<file path="src/sv/key_repeat_generator_unit_macros.svh">
// Assertion macros shared by the key repeat generator RTL.
// Depends on nothing; the bodies compile to nothing when SYNTHESIS is set.
`ifndef KEY_REPEAT_GENERATOR_UNIT_MACROS_SVH
`define KEY_REPEAT_GENERATOR_UNIT_MACROS_SVH

`ifndef SYNTHESIS

// Consequent checked at the same edge as the antecedent.
`define KRG_ASSERT_SAME(label, clk, rst_n, ante, cons, msg) \
  label: assert property (@(posedge clk) disable iff (!rst_n) (ante) |-> (cons)) \
    else $error(msg);

// Consequent checked at the edge after the antecedent.
`define KRG_ASSERT_NEXT(label, clk, rst_n, ante, cons, msg) \
  label: assert property (@(posedge clk) disable iff (!rst_n) (ante) |=> (cons)) \
    else $error(msg);

`else

`define KRG_ASSERT_SAME(label, clk, rst_n, ante, cons, msg)
`define KRG_ASSERT_NEXT(label, clk, rst_n, ante, cons, msg)

`endif

`endif

</file>
<file path="src/sv/krg_pkg.sv">
// Shared types and codes for the key repeat generator.
// Used by every module of the block; depends on nothing.
package krg_pkg;

  localparam int KEY_W     = 10;
  localparam int CFG_W     = 32;
  localparam int CFG_IDX_W = 1;

  // Configuration register indexes.
  localparam logic [CFG_IDX_W-1:0] CFG_WARMUP = 1'b0;
  localparam logic [CFG_IDX_W-1:0] CFG_REPEAT = 1'b1;

  // Command codes.
  localparam logic CMD_EDGE      = 1'b0;
  localparam logic CMD_TYPEMATIC = 1'b1;

  // Decision of the update logic for one sample.
  typedef struct packed {
    logic fire;   // report a press or repeat
    logic write;  // the table entry changes
  } krg_upd_t;

endpackage

</file>
<file path="src/sv/krg_update.sv">
// Next-entry and fire decision for one sampled key.
// Purely combinational; depends on krg_pkg.
module krg_update #(
  parameter int TIME_BITS = 32
) (
  input  logic                   cmd,
  input  logic                   key_down,
  input  logic [TIME_BITS-1:0]   now,
  input  logic [TIME_BITS+1:0]   entry,
  input  logic [krg_pkg::CFG_W-1:0] warmup_ticks,
  input  logic [krg_pkg::CFG_W-1:0] repeat_ticks,
  output logic [TIME_BITS+1:0]   entry_nxt,
  output krg_pkg::krg_upd_t      upd
);
  import krg_pkg::*;

  // Compare width covers both the time and the register at full width.
  localparam int CW = (TIME_BITS > CFG_W) ? TIME_BITS : CFG_W;

  logic                 released;
  logic                 warmed;
  logic [TIME_BITS-1:0] last;
  logic [TIME_BITS-1:0] elapsed;
  logic [CFG_W-1:0]     limit;
  logic                 expired;

  assign released = entry[TIME_BITS+1];
  assign warmed   = entry[TIME_BITS];
  assign last     = entry[TIME_BITS-1:0];
  assign elapsed  = now - last;
  assign limit    = warmed ? repeat_ticks : warmup_ticks;
  assign expired  = CW'(elapsed) > CW'(limit);

  always_comb begin
    entry_nxt = entry;
    upd.fire  = 1'b0;
    upd.write = 1'b0;
    if (!key_down) begin
      entry_nxt[TIME_BITS+1] = 1'b1;
      upd.write = 1'b1;
    end else if (released) begin
      entry_nxt[TIME_BITS+1] = 1'b0;
      upd.fire  = 1'b1;
      upd.write = 1'b1;
      if (cmd == CMD_TYPEMATIC) begin
        entry_nxt[TIME_BITS]     = 1'b0;
        entry_nxt[TIME_BITS-1:0] = now;
      end
    end else if ((cmd == CMD_TYPEMATIC) && expired) begin
      entry_nxt[TIME_BITS]     = 1'b1;
      entry_nxt[TIME_BITS-1:0] = now;
      upd.fire  = 1'b1;
      upd.write = 1'b1;
    end
  end

endmodule
</file>
<file path="config.mk">
export PLATFORM = sky130hd
export DESIGN_NAME = krg_update
export DESIGN_NICKNAME = d
export VERILOG_FILES = /design/src/sv/key_repeat_generator_unit_macros.svh /design/src/sv/krg_pkg.sv /design/src/sv/krg_update.sv
export SDC_FILE = /design/constraint.sdc
export NUM_CORES = 1
export LEC_CHECK = 0
export BUFFER_PORTS_ARGS = -buffer_cell sky130_fd_sc_hd__buf_2
export CAP_MARGIN = 20
export CORE_ASPECT_RATIO = 0.5
export CORE_UTILIZATION = 44
export DETAILED_ROUTE_END_ITERATION = 8
export GPL_TIMING_DRIVEN = 0
export PLACE_DENSITY = 0.85
export SLEW_MARGIN = 20
export SYNTH_ARGS = -nofsm -noshare
export SYNTH_HDL_FRONTEND = slang
export SYNTH_SLANG_ARGS = --single-unit
</file>
<file path="constraint.sdc">
create_clock -name vclk -period 4.6
set_input_delay 0.23 -clock vclk [all_inputs]
set_output_delay 0.23 -clock vclk [all_outputs]
set_load 0.1 [all_outputs]
</file>
==> results of run 1 <==
[report_power, final]
part           switching (mW)  total (mW)  leakage (nW)  internal, mW
clock                       0           0             0             0
combinational           0.710        1.24          2.86         0.533
sequential                  0           0             0             0
total                   0.710        1.24          2.86         0.533
[cell type report]
class	count	area, um2
tap	92	115.1
buffer	8	57.56
fill	405	1518
multi-input combinational	368	3366
timing repair buffer	200	1669
inverter	41	158.9
[cells in the final DEF, fill, tap and decap left out, types with 6 or more instances in the layout]
| master | count |
|---|---|
| inv_1 | 37 |
| xor2_1 | 13 |
| ha_4 | 8 |
| buf_6 | 6 |
| buf_2 | 128 |
| nand2b_1 | 6 |
| buf_4 | 28 |
| a21o_1 | 20 |
| nor2_1 | 20 |
| mux2_4 | 32 |
| nand4_1 | 8 |
| a21oi_1 | 27 |
| nand3_1 | 11 |
| xnor2_1 | 13 |
| mux2i_1 | 32 |
| nand2_1 | 23 |
| o21ai_0 | 12 |
| ha_1 | 53 |
| buf_12 | 35 |
| nor2b_1 | 7 |
[synthesized netlist by cell type (all sizes together), types with 3 or more instances]
master  instances
nand3          11
buf             6
o211ai          3
o21a            5
and2            3
xnor2          14
a21oi          33
nor3            6
nor2b           7
xor2           13
mux2i          32
or2             3
or3             4
nor2           21
and3            4
nand4           8
mux2           34
inv            41
a21o           20
clkbuf          5
ha             63
o21ai          18
nand2          23
a211oi          3
nand2b          6
a31o            3
a221oi          4
a21boi          3
[metal layers]
layer | wire, um | global-route usage [%]
met5 | 0 | 0
met4 | 1095 | 18.37
met3 | 1256 | 4.471
met2 | 6922 | 57.44
met1 | 5121 | 34.78
[worst min-delay path: stages]
cell and delay (ns):
buf_6 0.08, mux2_4 0.15, buf_12 0.16
[per-stage QoR]
stage	power, mW	util (%)
global placement	0.8618	60.63
detailed placement	0.8837	60.63
CTS	1.104	73.88
global route	1.300	77.95
floorplan	0.6992	-
finish	1.244	77.95
[final timing paths]
kind / startpoint / to / slack [ns] / cells after the start
worst max-delay path: entry[15] / entry_nxt[14] / -0.44 / 23
worst min-delay path: now[17] / entry_nxt[17] / 0.86 / 3
[cells by family after synthesis]
family                   after synthesis
XOR/XNOR                              27
AND/OR/NAND/NOR                      101
adder cells (fa/ha/maj)               64
multiplexers                          66
AO/OA/AOI/OAI                        110
buffers and inverters                 52
[what timing repair did]
item / 4_1_cts / 5_1_grt
resized for setup: 175 / 67
hold endpoints to repair: 0 / 0
setup buffers: 25 / 7
gates cloned: 2 / 1
pin swaps: 24 / 31
endpoints found under the setup margin: 35 / 35
==> flow_summary.ini, run 1 <==
[run_status]
status = finished, violations left
violations = negative setup slack

[timing]
fin_hold_ws_ns = 0.8589
rsz0062_at_grt = true
setup_violations = 34
worst_slew_pin_slew_ns = 0.9012
fin_tns_setup_ns = -13.24
min_period_over_period_pct = 109.5
max-slew-margin-rel_pct = 39.92
drv_slew = 0
fin_crit_ns = 5.038
layout_setup_ws_ns = -0.4377
hold_violations = 0
max_freq_mhz = 198.5

[floorplan]
row_count = 21
fp.dieArea_mm2 = 0.007692
core_mm2 = 0.006884
boundaryPins = 168
start_util_pct = 46.82
fp.dieW_um = 123.0
die_y_um = 62.52

[place]
gp_congestion = 0.8723
io_buffers = 167
post-place-ws_ns = -1.136
placed_cells = 679
hpwl_um = 7915
dpl_cell_area_mm2 = 0.004174

[routing]
routed_wirelength_um = 14400
firstDrtPassIters = 5
post-route-drc-count = 0
drtAntennaViolNets = 0
vias = 4496
first_iter_violations = 296
wl_per_cell_um = 20.30
routed_via_density = 6.341

[final_layout]
stdcell_area_mm2 = 0.005366
seq_cells = 0
stdcell_count = 709
clock_buffer_count = 0
nNetsFinal = 815
area_growth_pct = 66.50
seq_area_um2 = 0
antenna_cells = 0
drive_gt1_share_pct = 45.71

[worst_setup_path]
cp_max_fo = 8
critPathSlowestCell = ha_1
cp-start-kind = primary input
critPathTopFamily = simple AND/OR/NAND/NOR gates
crit_arrival_ns = 4.81
path_cells = buf_2 > inv_1 > ha_4 > nand4_1 > nor3_2 > and4_1 > o21ai_2 > a41oi_2 > buf_4 > nor2_2 > o21ai_0 > xor2_1 > ha_1 > nand4_1 > nor3_2 > nand4_1 > nand2_1 > o21ai_1 > a41oi_2 > buf_6 > buf_8 > mux2_4 > buf_12
required_ns = 4.37
worst_setup_path_end_kind = primary output
cpMostUsedCell = nand4_1
slowest_delay_ns = 0.34
critPathKind = in2out
worst-path-buf-inv = 6

[yosys]
synth_top_cell_by_area = ha_1
yosysWarnings = 0
synth_area_leaders = ha_1 24%, mux2_2 11%, mux2i_1 9.9%
synth_compound_area_share_pct = 23.14
synth_top_family_by_area = adder cells
yosysTopAreaCellShare_pct = 24.46
synth-simple-area-share_pct = 15.80
synthXorXnorAreaFrac_pct = 7.337
synthesis.nets = 616
postSynthCellCount = 420
avgSynthCellArea_um2 = 7.674
synth_area_mm2 = 0.003223
synthMuxAreaShare_pct = 21.82
synth.distinct_cells = 58
synth_fa_ha_area_share_pct = 25.08
synth_seq_area_share_pct = 0

[power_and_ir_drop]
peakVddDrop_v = 0.0001537
p_per_area_mw_per_mm2 = 231.7
p_leak_nw = 2.864

[global_routing]
grt_pass1_vias = 4230
grt_pass1_wl_um = 19450
grt.total_usage_pct = 31.52
antenna_found_initial = 0
overflow = 0
grt_max_degree = 11

[hold_path]
hold_path.class = in2out

[job]
max_cap_violations = 0

[cts]
cts_hold_buf = 0
(Power assumes the default switching activity.)
==> run 2: changes to the inputs <==
Settings changed: CELL_PAD_IN_SITES_DETAIL_PLACEMENT set to 0, CELL_PAD_IN_SITES_GLOBAL_PLACEMENT set to 1, CORE_UTILIZATION 44 to 30.
==> flow_summary.ini, run 2 (synthesized netlist as in run 1, its figures left out) <==
[floorplan]
die_y_um = 75.30
fp.dieW_um = 148.6
core_mm2 = 0.01031
fp.dieArea_mm2 = 0.01119
start_util_pct = 31.25
row_count = 26
boundaryPins = 168

[power_and_ir_drop]
combPwrFrac_pct = 100.0
seq_power_share_pct = 0
internal_power_uw = 467.1
p_per_area_mw_per_mm2 = 213.8
peakVddDrop_v = 0.00009699
finalPower_mw = 1.105
p_switching_uw = 637.7
swShare_pct = 57.72
clockPowerShare_pct = 0
p_leak_nw = 2.696

[run_status]
status = finished, violations left
violations = negative setup slack

[final_layout]
fin_util_pct = 50.12
drive_gt1_share_pct = 45.10
seq_area_um2 = 0
mostFrequentLayoutCell = buf_2
antenna_cells = 0
fillCellCount = 983
layout_common_cells = 129 x buf_2, 55 x ha_1, 36 x inv_1
nNetsFinal = 810
area_growth_pct = 60.37
clock_buffer_count = 0
seq_cells = 0

[place]
io_buffers = 167
post-place-ws_ns = -1.204
gp_congestion = 0.8604
hpwl_um = 8016

[routing]
post-route-drc-count = 0
wl_per_cell_um = 13.49
routed_via_density = 4.940
first_iter_violations = 173
firstDrtPassIters = 4
routed_wirelength_um = 10150
vias = 3715
drtAntennaViolNets = 0

[global_routing]
antenna_found_initial = 0
grt_max_degree = 11
grt.total_usage_pct = 16.69
grt_pass1_wl_um = 15340
overflow = 0
grt_pass1_vias = 3337

[worst_setup_path]
cp_max_fo = 6
required_ns = 4.37
critPathKind = in2out
cp-start-kind = primary input
crit_arrival_ns = 4.53
worst_setup_path_end_kind = primary output

[timing]
max_freq_mhz = 209.9
max-slew-margin-rel_pct = 45.82
fin_crit_ns = 4.764
min_period_over_period_pct = 103.6
layout_setup_ws_ns = -0.1636
hold_violations = 0
drv_slew = 0
setup_violations = 32
rsz0062_at_grt = true
fin_hold_ws_ns = 0.8613
worst_slew_pin_slew_ns = 0.8127

[hold_path]
hold_path.class = in2out
hold_depth = 3

[job]
max_cap_violations = 0
## run 2: area by class of cell
cell class	instances	area, um2	area share, %
inverters	41	156.4	3.026
well taps	140	175.2	3.389
repair buffers	195	1460	28.25
plain buffers	8	57.56	1.114
multi-input cells	368	3319	64.22
## run 2: power groups by stage
stage	registers (mW)	clock network [mW]	logic, mW
3_3_place_gp	0	0	0.873
4_1_cts	0	0	1.07
3_5_place_dp	0	0	0.883
2_1_floorplan	0	0	0.699
6_report	0	0	1.10
5_1_grt	0	0	1.19
## run 2: worst max-delay path, stage by stage
cell	delay (ns)
buf_8	0.10
inv_4	0.05
ha_4	0.21
a21oi_2	0.16
o211ai_1	0.13
or3_4	0.35
a311o_1	0.35
o221ai_4	0.20
o21ai_2	0.11
a31o_1	0.24
xor2_1	0.15
ha_1	0.33
nand4_1	0.15
nor3_2	0.26
nand4_1	0.20
nand2_1	0.16
o21ai_2	0.07
a41oi_2	0.22
buf_6	0.17
buf_12	0.11
buf_16	0.11
mux2_4	0.31
buf_12	0.17
## run 2: final timing paths
| path | from | slack, ns | end |
|---|---|---|---|
| worst max-delay path | entry[17] | -0.16 | entry_nxt[9] |
| worst min-delay path | entry[4] | 0.86 | entry_nxt[4] |
## run 2: routing by layer
layer  share of wire, %  vias up  global-route usage [%]  wire length, um
met5                  0        -                       0                0
met4               0.41        0                   1.260               42
met3                3.6        4                  0.2994              361
met2                 49       86                   30.43             4937
met1                 47     1682                   23.27             4806
li1                   -     1943                       -                -
## run 2: metrics by stage
stage,instance area [um2],std cells,TNS (ns)
after floorplan,3223,420,-1.006
after global placement,4234,727,-38.34
after detailed placement,4234,727,-38.82
after CTS,5025,750,-2.802
after global routing,5169,752,-10.43
final,5169,752,-4.128
## run 2: timing repair
action	CTS	global route
gates cloned	1	0
endpoints found under the setup margin	35	35
buffers inserted	24	3
pin swaps	19	21
hold buffers	0	0
resized for setup	146	35
